==> src/rtl/kabf_pkg.sv <==
// Package for the Kalman angle/bias filter: data widths, register indexes,
// saturating fixed-point helpers. No dependencies.
package kabf_pkg;

    localparam int DATA_WIDTH = 32;
    localparam int FRAC_BITS  = 16;
    localparam int CFG_WIDTH  = 31;
    localparam int DT_WIDTH   = 16;
    localparam int MAG_WIDTH  = DATA_WIDTH + 1;
    localparam int PROD_WIDTH = 2 * MAG_WIDTH;
    localparam int QUO_WIDTH  = MAG_WIDTH + FRAC_BITS;
    localparam int DIV_STEPS  = QUO_WIDTH;
    localparam int STEP_WIDTH = $clog2(DIV_STEPS + 1);

    typedef logic signed [DATA_WIDTH-1:0] data_t;
    typedef logic [MAG_WIDTH-1:0]         mag_t;

    localparam logic [1:0] REG_Q_ANGLE = 2'd0;
    localparam logic [1:0] REG_Q_BIAS  = 2'd1;
    localparam logic [1:0] REG_R_MEAS  = 2'd2;
    localparam int         IDX_WIDTH   = 2;

    localparam data_t VMAX = {1'b0, {(DATA_WIDTH-1){1'b1}}};
    localparam data_t VMIN = {1'b1, {(DATA_WIDTH-1){1'b0}}};

    // saturating add/sub
    function automatic data_t sat_add(input data_t a, input data_t b, input logic sub);
        logic signed [DATA_WIDTH:0] s;
        begin
            s = sub ? ($signed({a[DATA_WIDTH-1], a}) - $signed({b[DATA_WIDTH-1], b}))
                    : ($signed({a[DATA_WIDTH-1], a}) + $signed({b[DATA_WIDTH-1], b}));
            if (s[DATA_WIDTH] != s[DATA_WIDTH-1])
                sat_add = s[DATA_WIDTH] ? VMIN : VMAX;
            else
                sat_add = s[DATA_WIDTH-1:0];
        end
    endfunction

    function automatic mag_t mag_of(input data_t v);
        mag_t e;
        begin
            e = {v[DATA_WIDTH-1], v};
            mag_of = v[DATA_WIDTH-1] ? (~e + 1'b1) : e;
        end
    endfunction

    // apply sign to magnitude with saturation; ovf forces limit
    function automatic data_t sign_sat(input mag_t m, input logic neg, input logic ovf);
        mag_t lim;
        mag_t mm;
        begin
            lim = neg ? mag_t'(VMAX) + 1'b1 : mag_t'(VMAX);
            mm  = (ovf || m > lim) ? lim : m;
            sign_sat = neg ? data_t'(~mm + 1'b1) : data_t'(mm);
        end
    endfunction

endpackage

==> src/rtl/kabf_divider.sv <==
// Restoring divider, one quotient bit per cycle: |n|*2^F / |d|, signed, saturated, zero for d = 0.
// Depends on kabf_pkg.
module kabf_divider (
    input  logic            aclk,
    input  logic            aresetn,
    input  logic            start,
    input  kabf_pkg::data_t num,
    input  kabf_pkg::data_t den,
    output logic            done,
    output kabf_pkg::data_t quo
);
    import kabf_pkg::*;

    logic                       busy_reg, busy_next;
    logic [STEP_WIDTH-1:0]      cnt_reg, cnt_next;
    logic [QUO_WIDTH-1:0]       dvd_reg, dvd_next;
    logic [MAG_WIDTH:0]         rem_reg, rem_next;
    mag_t                       dsr_reg, dsr_next;
    logic                       neg_reg, neg_next;
    logic                       zero_reg, zero_next;
    logic                       done_reg, done_next;
    logic [MAG_WIDTH:0]         trial;
    logic                       ovf;

    assign trial = {rem_reg[MAG_WIDTH-1:0], dvd_reg[QUO_WIDTH-1]};
    // quotient exceeding MAG_WIDTH bits or the signed range saturates
    assign ovf   = |dvd_reg[QUO_WIDTH-1:MAG_WIDTH];

    always_comb begin
        busy_next = busy_reg;
        cnt_next  = cnt_reg;
        dvd_next  = dvd_reg;
        rem_next  = rem_reg;
        dsr_next  = dsr_reg;
        neg_next  = neg_reg;
        zero_next = zero_reg;
        done_next = 1'b0;
        if (start) begin
            busy_next = 1'b1;
            cnt_next  = '0;
            dvd_next  = {mag_of(num), {FRAC_BITS{1'b0}}};
            rem_next  = '0;
            dsr_next  = mag_of(den);
            neg_next  = num[DATA_WIDTH-1] ^ den[DATA_WIDTH-1];
            zero_next = (den == '0);
        end else if (busy_reg) begin
            if (trial >= {1'b0, dsr_reg}) begin
                rem_next = trial - {1'b0, dsr_reg};
                dvd_next = {dvd_reg[QUO_WIDTH-2:0], 1'b1};
            end else begin
                rem_next = trial;
                dvd_next = {dvd_reg[QUO_WIDTH-2:0], 1'b0};
            end
            cnt_next = cnt_reg + 1'b1;
            if (cnt_reg == STEP_WIDTH'(DIV_STEPS - 1)) begin
                busy_next = 1'b0;
                done_next = 1'b1;
            end
        end
    end

    always_ff @(posedge aclk) begin
        if (!aresetn) begin
            busy_reg <= 1'b0;
            done_reg <= 1'b0;
            cnt_reg  <= '0;
        end else begin
            busy_reg <= busy_next;
            done_reg <= done_next;
            cnt_reg  <= cnt_next;
        end
        dvd_reg  <= dvd_next;
        rem_reg  <= rem_next;
        dsr_reg  <= dsr_next;
        neg_reg  <= neg_next;
        zero_reg <= zero_next;
    end

    assign done = done_reg;
    assign quo  = zero_reg ? '0 : sign_sat(dvd_reg[MAG_WIDTH-1:0], neg_reg, ovf);
endmodule

==> src/rtl/kalman_angle_bias_filter_unit.sv <==
// Kalman angle/bias filter, one shared multiplier and one shared add/sub ALU.
// Sequence: 30 micro-ops (11 multiplies, each a product step and a write-back step,
// 17 add/sub, two divisions each made of a start, 49 quotient steps and a write back),
// then the output state. Only one beat is worked on at a time: s_ready is low while
// busy.
// The result register frees the datapath; a new beat can start while the result waits.
// Reset (aresetn, synchronous, low): state and covariance cleared, noise
// registers back to 66 / 197 / 1966.
module kalman_angle_bias_filter_unit (
    input  logic                                aclk,
    input  logic                                aresetn,
    input  logic                                cfg_we,
    input  logic [kabf_pkg::IDX_WIDTH-1:0]      cfg_index,
    input  logic [kabf_pkg::CFG_WIDTH-1:0]      cfg_data,
    input  logic                                s_valid,
    output logic                                s_ready,
    input  logic signed [31:0]                  s_measured_angle,
    input  logic signed [31:0]                  s_measured_rate,
    input  logic [kabf_pkg::DT_WIDTH-1:0]       s_time_step,
    output logic                                m_valid,
    input  logic                                m_ready,
    output logic signed [31:0]                  m_filtered_angle,
    output logic signed [31:0]                  m_bias_estimate
);
    import kabf_pkg::*;

    // sequencer states
    localparam logic [1:0] ST_IDLE = 2'd0;
    localparam logic [1:0] ST_RUN  = 2'd1;
    localparam logic [1:0] ST_DIV  = 2'd2;
    localparam logic [1:0] ST_OUT  = 2'd3;

    // micro-op kinds
    localparam logic [1:0] OP_MUL = 2'd0;
    localparam logic [1:0] OP_ADD = 2'd1;
    localparam logic [1:0] OP_SUB = 2'd2;
    localparam logic [1:0] OP_DIV = 2'd3;

    // scratch register file slots
    localparam logic [3:0] R_MA   = 4'd0;
    localparam logic [3:0] R_MR   = 4'd1;
    localparam logic [3:0] R_DT   = 4'd2;
    localparam logic [3:0] R_ANG  = 4'd3;
    localparam logic [3:0] R_BIAS = 4'd4;
    localparam logic [3:0] R_P00  = 4'd5;
    localparam logic [3:0] R_P01  = 4'd6;
    localparam logic [3:0] R_P10  = 4'd7;
    localparam logic [3:0] R_P11  = 4'd8;
    localparam logic [3:0] R_QA   = 4'd9;
    localparam logic [3:0] R_QB   = 4'd10;
    localparam logic [3:0] R_RM   = 4'd11;
    localparam logic [3:0] R_T0   = 4'd12;
    localparam logic [3:0] R_T1   = 4'd13;
    localparam logic [3:0] R_K0   = 4'd14;
    localparam logic [3:0] R_K1   = 4'd15;

    localparam int         NUM_OPS = 30;
    localparam logic [5:0] LAST_OP = 6'(NUM_OPS - 1);

    typedef struct packed {
        logic [1:0] op;
        logic [3:0] a;
        logic [3:0] b;
        logic [3:0] d;
    } uop_t;

    // Program. Covariance slots hold the prior until overwritten; k0,k1 kept
    // apart, temporaries T0/T1 and the measured-rate slot reused.
    function automatic uop_t prog(input logic [5:0] pc);
        begin
            case (pc)
                // predict
                6'd0:  prog = '{OP_SUB, R_MR,  R_BIAS, R_MR};  // rate
                6'd1:  prog = '{OP_MUL, R_MR,  R_DT,   R_MR};
                6'd2:  prog = '{OP_ADD, R_ANG, R_MR,   R_ANG}; // ap
                6'd3:  prog = '{OP_ADD, R_P10, R_P01,  R_T0};
                6'd4:  prog = '{OP_MUL, R_DT,  R_T0,   R_T0};
                6'd5:  prog = '{OP_SUB, R_P00, R_T0,   R_P00};
                6'd6:  prog = '{OP_MUL, R_DT,  R_DT,   R_T0};
                6'd7:  prog = '{OP_MUL, R_T0,  R_P11,  R_T0};
                6'd8:  prog = '{OP_ADD, R_P00, R_T0,   R_P00};
                6'd9:  prog = '{OP_ADD, R_P00, R_QA,   R_P00};
                6'd10: prog = '{OP_MUL, R_DT,  R_P11,  R_T0};
                6'd11: prog = '{OP_SUB, R_P01, R_T0,   R_P01};
                6'd12: prog = '{OP_SUB, R_P10, R_T0,   R_P10};
                6'd13: prog = '{OP_ADD, R_P11, R_QB,   R_P11};
                // correct
                6'd14: prog = '{OP_SUB, R_MA,  R_ANG,  R_MA};  // y
                6'd15: prog = '{OP_ADD, R_P00, R_RM,   R_T1};  // s
                6'd16: prog = '{OP_DIV, R_P00, R_T1,   R_K0};
                6'd17: prog = '{OP_DIV, R_P10, R_T1,   R_K1};
                6'd18: prog = '{OP_MUL, R_K0,  R_MA,   R_T0};
                6'd19: prog = '{OP_ADD, R_ANG, R_T0,   R_ANG};
                6'd20: prog = '{OP_MUL, R_K1,  R_MA,   R_T0};
                6'd21: prog = '{OP_ADD, R_BIAS, R_T0,  R_BIAS};
                6'd22: prog = '{OP_MUL, R_K1,  R_P00,  R_T0};
                6'd23: prog = '{OP_SUB, R_P10, R_T0,   R_P10};
                6'd24: prog = '{OP_MUL, R_K1,  R_P01,  R_T0};
                6'd25: prog = '{OP_SUB, R_P11, R_T0,   R_P11};
                6'd26: prog = '{OP_MUL, R_K0,  R_P01,  R_T0};
                6'd27: prog = '{OP_SUB, R_P01, R_T0,   R_P01};
                6'd28: prog = '{OP_MUL, R_K0,  R_P00,  R_T0};
                6'd29: prog = '{OP_SUB, R_P00, R_T0,   R_P00};
                default: prog = '{OP_ADD, R_T0, R_T0,  R_T0};  // filler
            endcase
        end
    endfunction

    logic [1:0]  state_reg, state_next;
    logic [5:0]  pc_reg, pc_next;
    logic        phase_reg, phase_next;   // multiply: 0 = product, 1 = write back
    data_t       rf_reg [16];
    data_t       qa_reg, qb_reg, rm_reg;
    data_t       out_ang_reg, out_bias_reg;
    logic        m_valid_reg;
    logic [PROD_WIDTH-1:0] prod_reg;
    logic        prod_neg_reg;

    uop_t        uop;
    data_t       opa, opb, alu_res, mul_res;
    logic        div_start, div_done;
    data_t       div_q;
    logic        wr_en;
    data_t       wr_data;
    logic        load_in;
    logic        mul_ovf;

    assign uop = prog(pc_reg);
    assign opa = rf_reg[uop.a];
    assign opb = rf_reg[uop.b];
    assign alu_res = sat_add(opa, opb, uop.op == OP_SUB);

    // product of magnitudes, shifted down by FRAC_BITS at write back
    assign mul_ovf = |prod_reg[PROD_WIDTH-1:MAG_WIDTH+FRAC_BITS];
    assign mul_res = sign_sat(prod_reg[MAG_WIDTH+FRAC_BITS-1:FRAC_BITS], prod_neg_reg, mul_ovf);

    kabf_divider u_div (
        .aclk    (aclk),
        .aresetn (aresetn),
        .start   (div_start),
        .num     (opa),
        .den     (opb),
        .done    (div_done),
        .quo     (div_q)
    );

    assign s_ready = (state_reg == ST_IDLE);
    assign load_in = s_valid && s_ready;

    always_comb begin
        state_next = state_reg;
        pc_next    = pc_reg;
        phase_next = phase_reg;
        div_start  = 1'b0;
        wr_en      = 1'b0;
        wr_data    = alu_res;
        case (state_reg)
            ST_IDLE: begin
                if (load_in) begin
                    state_next = ST_RUN;
                    pc_next    = '0;
                    phase_next = 1'b0;
                end
            end
            ST_RUN: begin
                if (uop.op == OP_DIV) begin
                    div_start  = 1'b1;
                    state_next = ST_DIV;
                end else if (uop.op == OP_MUL && !phase_reg) begin
                    phase_next = 1'b1;
                end else begin
                    wr_en      = 1'b1;
                    wr_data    = (uop.op == OP_MUL) ? mul_res : alu_res;
                    phase_next = 1'b0;
                    if (pc_reg == LAST_OP) begin
                        state_next = ST_OUT;
                    end else begin
                        pc_next = pc_reg + 1'b1;
                    end
                end
            end
            ST_DIV: begin
                if (div_done) begin
                    wr_en      = 1'b1;
                    wr_data    = div_q;
                    state_next = ST_RUN;
                    pc_next    = pc_reg + 1'b1;
                end
            end
            ST_OUT: begin
                if (!m_valid_reg || m_ready) state_next = ST_IDLE;
            end
            default: state_next = ST_IDLE;
        endcase
    end

    always_ff @(posedge aclk) begin
        if (!aresetn) begin
            state_reg   <= ST_IDLE;
            pc_reg      <= '0;
            phase_reg   <= 1'b0;
            m_valid_reg <= 1'b0;
            qa_reg      <= data_t'(66);
            qb_reg      <= data_t'(197);
            rm_reg      <= data_t'(1966);
            for (int i = 0; i < 16; i++) rf_reg[i] <= '0;
        end else begin
            state_reg <= state_next;
            pc_reg    <= pc_next;
            phase_reg <= phase_next;
            if (cfg_we) begin
                case (cfg_index)
                    REG_Q_ANGLE: qa_reg <= data_t'({1'b0, cfg_data});
                    REG_Q_BIAS:  qb_reg <= data_t'({1'b0, cfg_data});
                    REG_R_MEAS:  rm_reg <= data_t'({1'b0, cfg_data});
                    default: ;
                endcase
            end
            if (load_in) begin
                rf_reg[R_MA] <= s_measured_angle;
                rf_reg[R_MR] <= s_measured_rate;
                rf_reg[R_DT] <= data_t'({1'b0, s_time_step});
                rf_reg[R_QA] <= qa_reg;
                rf_reg[R_QB] <= qb_reg;
                rf_reg[R_RM] <= rm_reg;
            end else if (wr_en) begin
                rf_reg[uop.d] <= wr_data;
            end
            if (state_reg == ST_OUT && (!m_valid_reg || m_ready))
                m_valid_reg <= 1'b1;
            else if (m_ready)
                m_valid_reg <= 1'b0;
        end
        prod_reg     <= mag_of(opa) * mag_of(opb);
        prod_neg_reg <= opa[DATA_WIDTH-1] ^ opb[DATA_WIDTH-1];
        if (state_reg == ST_OUT && (!m_valid_reg || m_ready)) begin
            out_ang_reg  <= rf_reg[R_ANG];
            out_bias_reg <= rf_reg[R_BIAS];
        end
    end

    assign m_valid          = m_valid_reg;
    assign m_filtered_angle = out_ang_reg;
    assign m_bias_estimate  = out_bias_reg;

    // a taken beat moves the sequencer to the run state
    assert property (@(posedge aclk) disable iff (!aresetn)
        load_in |=> state_reg == ST_RUN)
        else $error("sequencer did not start");
    // divider only started from the run state
    assert property (@(posedge aclk) disable iff (!aresetn)
        div_start |-> state_reg == ST_RUN && uop.op == OP_DIV)
        else $error("stray divider start");
    // divider completes only while waited for
    assert property (@(posedge aclk) disable iff (!aresetn)
        div_done |-> state_reg == ST_DIV)
        else $error("divider done out of sequence");
endmodule
==> config.mk <==
export PLATFORM = sky130hd
export DESIGN_NAME = kalman_angle_bias_filter_unit
export DESIGN_NICKNAME = d
export VERILOG_FILES = /design/src/rtl/kabf_pkg.sv /design/src/rtl/kabf_divider.sv /design/src/rtl/kalman_angle_bias_filter_unit.sv
export SDC_FILE = /design/constraint.sdc
export NUM_CORES = 2
export LEC_CHECK = 0
export BUFFER_PORTS_ARGS = -buffer_cell sky130_fd_sc_hd__buf_2
export CAP_MARGIN = 20
export CELL_PAD_IN_SITES_DETAIL_PLACEMENT = 0
export CELL_PAD_IN_SITES_GLOBAL_PLACEMENT = 2
export CORE_MARGIN = 1
export CORE_UTILIZATION = 38
export CTS_CLUSTER_DIAMETER = 100
export DETAILED_ROUTE_END_ITERATION = 12
export PLACE_DENSITY = 0.88
export SLEW_MARGIN = 40
export SYNTH_ARGS = -nofsm -noshare
export SYNTH_HDL_FRONTEND = slang
export SYNTH_SLANG_ARGS = --single-unit
==> constraint.sdc <==
create_clock -name aclk -period 11.2 [get_ports aclk]
set_input_delay 0.56 -clock aclk [delete_from_list [all_inputs] [get_ports aclk]]
set_output_delay 0.56 -clock aclk [all_outputs]
set_load 0.02 [all_outputs]
* Word level (Yosys, flattened, before mapping) *
Memories as Yosys holds them, arrays and structs flattened. A register that Yosys moved wholly into a read port is not among the register bits.
Cells that the tools add are included.

storage, ports and cells
  bits in registers = 295
  latch bits = 0
  bits in writable memories = 512
  memory bits (read-only) = 448
  input port bits = 118
  output and inout port bits = 66
  logic and storage cells = 161
  memories kept = 2

memories
  name              words  width  rd ports  clocked after Yosys merged registers in  wr ports  line                                  source
  rf_reg            16     32     4         2                                        16        kalman_angle_bias_filter_unit.sv:112  data_t rf_reg [16];
  (name not given)  32     14     1         1                                        0         kalman_angle_bias_filter_unit.sv:71   case (pc)

cells by class
  add/subtract/negate cells = 9
  $mul = 1
  div/mod/pow operators = 0
  $lt $le $gt $ge = 3
  equal/unequal tests = 18
  shifts and indexed selects = 0
  multiplexer cells = 70
  bitwise logic cells = 13
  reduce and logical (&&, ||, !) cells = 27

operators with widths
  operator               number
  $mux 32                20
  $mux 33                4
  $mux 49                2
  $add 33x1->33 const B  2
  $gt 33x32->1           2
  $mul 33x33->66         1
  $not 33->33            2
  $add 32x1->32 const B  2
  $not 32->32            2
  $pmux 32 s2            1
  $ge 34x33->1           1
  $add 32x32->33         1
  $sub 32x32->33         1
  $sub 33x33->33         1
  $logic_not 32->1       1
  $reduce_or 32->1       1
  $mux 6                 5
  $mux 1                 24
  $pmux 6 s3             1
  $reduce_or 17->1       1
  $reduce_or 16->1       1
  $mux 14                1
  $add 6x1->6 const B    2
  $mux 2                 6
  other kinds (27)       56

* Logic depth before layout (Yosys ltp) *
  word-level depth = 12
  mapped depth = 49
  mapped depth without buffers = 43

* Cells and area by module *
A second synthesis with hierarchy kept.

second synthesis, totals
  cell total of the unflattened synthesis = 9226
  area, all modules = 86350.3 µm²

by module, submodules not included
  module                         times used  cells each  area each (µm²)  sequential area each (µm²)
  kalman_angle_bias_filter_unit  1           8024        76388.3          20659.8
  kabf_divider                   1           1202        9962.1           3183.1

* Worst setup path before layout *
OpenSTA, ideal clock, no wires.

  kind = reg-to-reg
  start = register (tool-made name)
  end = register prod_reg[50]
  setup time = 0.062 ns
  arrival time = 10.515 ns
  data required time = 11.138 ns
  slack = 0.623 ns
  stages on the path, launching flop included = 40
  buffers on the path = 4
  period minus slack after synthesis = 10.577 ns
  path through = dfxtp_1 -> buf_2 -> buf_4 -> buf_2 -> mux2_2 -> a221oi_1 -> o21ai_0 -> o211ai_1 -> o21ai_0 -> nor3_1 -> nor3b_1 -> and3_1 -> nand2_1 -> o41a_1 -> xor2_1 -> clkbuf_1 -> nand2_1 -> fa_1 -> [4 not listed] -> fa_1 -> inv_1 -> fa_1 -> fa_1 -> fa_1 -> fa_1 -> ha_1 -> a211oi_1 -> nand2_1 -> a211oi_1 -> a221o_1 -> or4_1 -> a41oi_1 -> o31ai_2 -> o311ai_2 -> a211oi_4 -> or3b_1 -> nand3_1

RTL lines
  what                  line                                  source
  end signal, assigned  kalman_angle_bias_filter_unit.sv:234  prod_reg <= mag_of(opa) * mag_of(opb);
  end, declared         kalman_angle_bias_filter_unit.sv:116  logic [PROD_WIDTH-1:0] prod_reg;

==> results.yml <==
run_status:
  status: "completed"
synthesis:
  ys_warn_count: 0
  ys_seq_area_share_pct: 28.6
  syn_area_per_cell_um2: 9.40
  synth_seq_cells: 869
  synth_ff_type: "edfxtp_1"
  synth_edf_count: 644
  async_reset_ff_share_pct: 0
  netlist_area_mm2: 0.0835
  yosysUniqueCellTypes: 112
  syn_inst: 8882
hold_path:
  min_path_cells: 3
  hp-start: "s_measured_rate[26]"
  worstHoldEndpoint: "rf_reg[1][26]"
  hold_class: "input pin to flip-flop"
placed_design:
  dpl-instance-area_mm2: 0.0940
  dp_hpwl_um: 271000
  port_buffers: 183
  dp_cells: 12240
  gp_congestion: 1.00
layout:
  design_area_mm2: 0.0989
  stdcell_count: 12501
  drive_above_1_share_pct: 17.9
  syn2layout_area_growth_pct: 18.5
  fin_nets: 11043
  largest_reg_flops: 512
routing:
  vias_per_cell: 5.75
  ant_nets: 0
  vias: 71833
  drt-total-wl_um: 347000
  firstDrtPassIters: 9
  drc: 0
  wire_per_inst_um: 27.7
  first_iter_violations: 7950
clocking:
  insertion_delay_ns: 0.83
  cts.path.max_buffers: 3
  cts-buffers-inserted: 100
  cts-root-buf: "clkbuf_16"
  cts.clk_slew.worst_paths_ns: 0.07
  htreeDepth: 3
  cts_tree: "done"
  cts_sinks: 869
critical_path:
  critical-path-max-stage-delay_ns: 0.58
  r2r_end: "prod_reg[50]"
  critPathArrivalTime_ns: 11.83
  end_kind: "flip-flop"
  worstPathMaxFanout: 13
  critical_path_class: "flip-flop to flip-flop"
  required_ns: 11.88
  cp-start-kind: "flip-flop"
  crit_top_cell: "fa_1"
  crit_buf_inv: 10
  worst_path_max_delay_cell: "fa_1"
  critPathTopFamily: "adder cells"
  r2r_setup_slack_ns: 0.05
  ff2ff_path_depth: 39
timing:
  hold_violations: 0
  slew_violations: 0
  tightest_slew_ns: 1.00
  rsz0062_at_grt: "yes"
  fin_crit_sh_pct: 99.6
  clock_skew_ns: 0.100
  setup_viol: 0
  fmax_ghz: 0.0897
  fin_crit_ns: 11.15
  slew_headroom_pct: 32.3
global_routing:
  grt-ovfl-total: 0
  grt_usage_pct: 30.9
  grt_pass1_vias: 72204
  busiest_layer: "met2"
  use_met3_pct: 5.16
  grt_pass1_wl_um: 500000
  grt_max_degree: 75
  grt.met1_usage_pct: 43.0
  met2_usage_pct: 47.5
  antenna_found_initial: 23
floorplan:
  num_rows: 171
  ios: 184
  die_y_um: 471
  core_area_mm2: 0.218
  die_x_um: 471
  initial_utilization_pct: 38.3
  dieArea_mm2: 0.222
job:
  drv_cap: 0
[stage by stage]
step	utilization, %	setup slack, ns	setup TNS [ns]	hold WS [ns]
2_1_floorplan	-	0.623	0	0.437
3_3_place_gp	43.1	-0.438	-4.48	0.444
3_5_place_dp	43.2	-0.444	-5.51	0.448
4_1_cts	45.0	0.00457	0	0.00100
5_1_grt	45.4	-0.103	-0.672	0.0237
6_report	45.4	0.0475	0	0.0287
[tightest hold or removal path: cells and delay by family]
kind / cells / cell delay, ns
buffers and inverters: 1 / 0.07
AO/OA/AOI/OAI: 1 / 0.06
AND/OR/NAND/NOR: 1 / 0.04
[area by class of cell]
type	instances	area (um2)
Fill cell	20812	119000
Clock inverter	53	657
Clock buffer	137	2840
Tap cell	2854	3570
Antenna cell	8	20.0
Multi-Input combinational cell	6381	54700
Sequential cell	869	23900
Timing Repair Buffer	1082	9030
Inverter	1117	4210
[synth_stat cells (26+ instances only)]
cell | n | share of area (%)
nor2_1 | 1137 | 5.1
inv_1 | 1092 | 4.9
nand2_1 | 1047 | 4.7
fa_1 | 959 | 23
edfxtp_1 | 644 | 23
o21ai_0 | 543 | 3.3
ha_1 | 415 | 6.2
a21oi_1 | 389 | 2.3
clkbuf_1 | 365 | 1.6
dfxtp_1 | 225 | 5.4
mux2i_1 | 130 | 1.6
mux2_2 | 129 | 1.7
xnor2_1 | 126 | 1.3
a221oi_1 | 122 | 1.3
buf_2 | 122 | 0.73
nand3_1 | 120 | 0.72
nand2b_1 | 105 | 0.79
xor2_1 | 92 | 0.97
a21o_1 | 89 | 0.80
nor2b_1 | 86 | 0.64
nor3_1 | 83 | 0.50
mux4_2 | 76 | 2.1
nand4_1 | 44 | 0.33
a211oi_1 | 40 | 0.36
o211ai_1 | 36 | 0.32
and2_1 | 35 | 0.26
o21a_1 | 35 | 0.31
o21ai_1 | 31 | 0.19
buf_4 | 29 | 0.26
a221o_1 | 28 | 0.34
a31oi_1 | 27 | 0.20
nor4_1 | 26 | 0.19
[worst max path at each step]
| stage | start | endpoint | slack [ns] | cells past startpoint |
|---|---|---|---|---|
| floorplan | flip-flop | prod_reg[50] | 0.62 | 39 |
| global placement | flip-flop | prod_reg[50] | -0.44 | 41 |
| detailed placement | flip-flop | prod_reg[50] | -0.44 | 40 |
| CTS | pc_reg[5] | prod_reg[56] | 0.005 | 39 |
| global route | rf_reg[1][0] | prod_reg[50] | -0.10 | 37 |
| finish | flip-flop | prod_reg[50] | 0.05 | 39 |
[cell families after synthesis]
logic type	Yosys count	share of synthesized area, %
simple gates	2849	14.8
buf+inv	1663	7.86
compound gates	1559	11.7
fa+ha+maj	1374	29.2
flops	869	28.6
mux	344	5.49
xor+xnor	222	2.38
other cells	2	0.00900
[layer usage]
metal / up-vias / share of wire (%)
met3: 670 / 8.8
met5: - / 0.016
met2: 3654 / 44
li1: 30855 / -
met1: 36646 / 42
met4: 8 / 4.9
[timing repair]
action	CTS	global route
resized for setup	27	139
hold endpoints to repair	42	0
endpoints found under the setup margin	25	28
setup buffers	6	35
hold buffers	22	0
pin swaps	1	58
gates cloned	0	1
[cells in the final DEF (no fill, tap or decap), drive strengths merged, types with 31 or more instances in the layout]
master | netlist | routed
inv | 1105 | 1113
xnor2 | 128 | 128
nand4 | 44 | 44
a221oi | 123 | 123
edfxtp | 644 | 644
nor2 | 1141 | 1141
o211ai | 36 | 36
o21a | 35 | 35
conb | 2 | 33
mux4 | 76 | 76
or2 | 31 | 31
mux2 | 136 | 136
a211oi | 44 | 44
clkbuf | 365 | 138
xor2 | 94 | 94
nand2b | 105 | 105
clkinv | 12 | 42
a21o | 89 | 89
nor2b | 86 | 86
ha | 415 | 415
buf | 181 | 1059
dfxtp | 225 | 225
nand3 | 120 | 120
fa | 959 | 959
a21oi | 393 | 393
mux2i | 132 | 132
nand2 | 1047 | 1047
and2 | 35 | 35
o21ai | 574 | 574
nor3 | 87 | 87
Power is not shown: default switching activity piles up to over one toggle a cycle in this logic, so the estimate is an artifact.
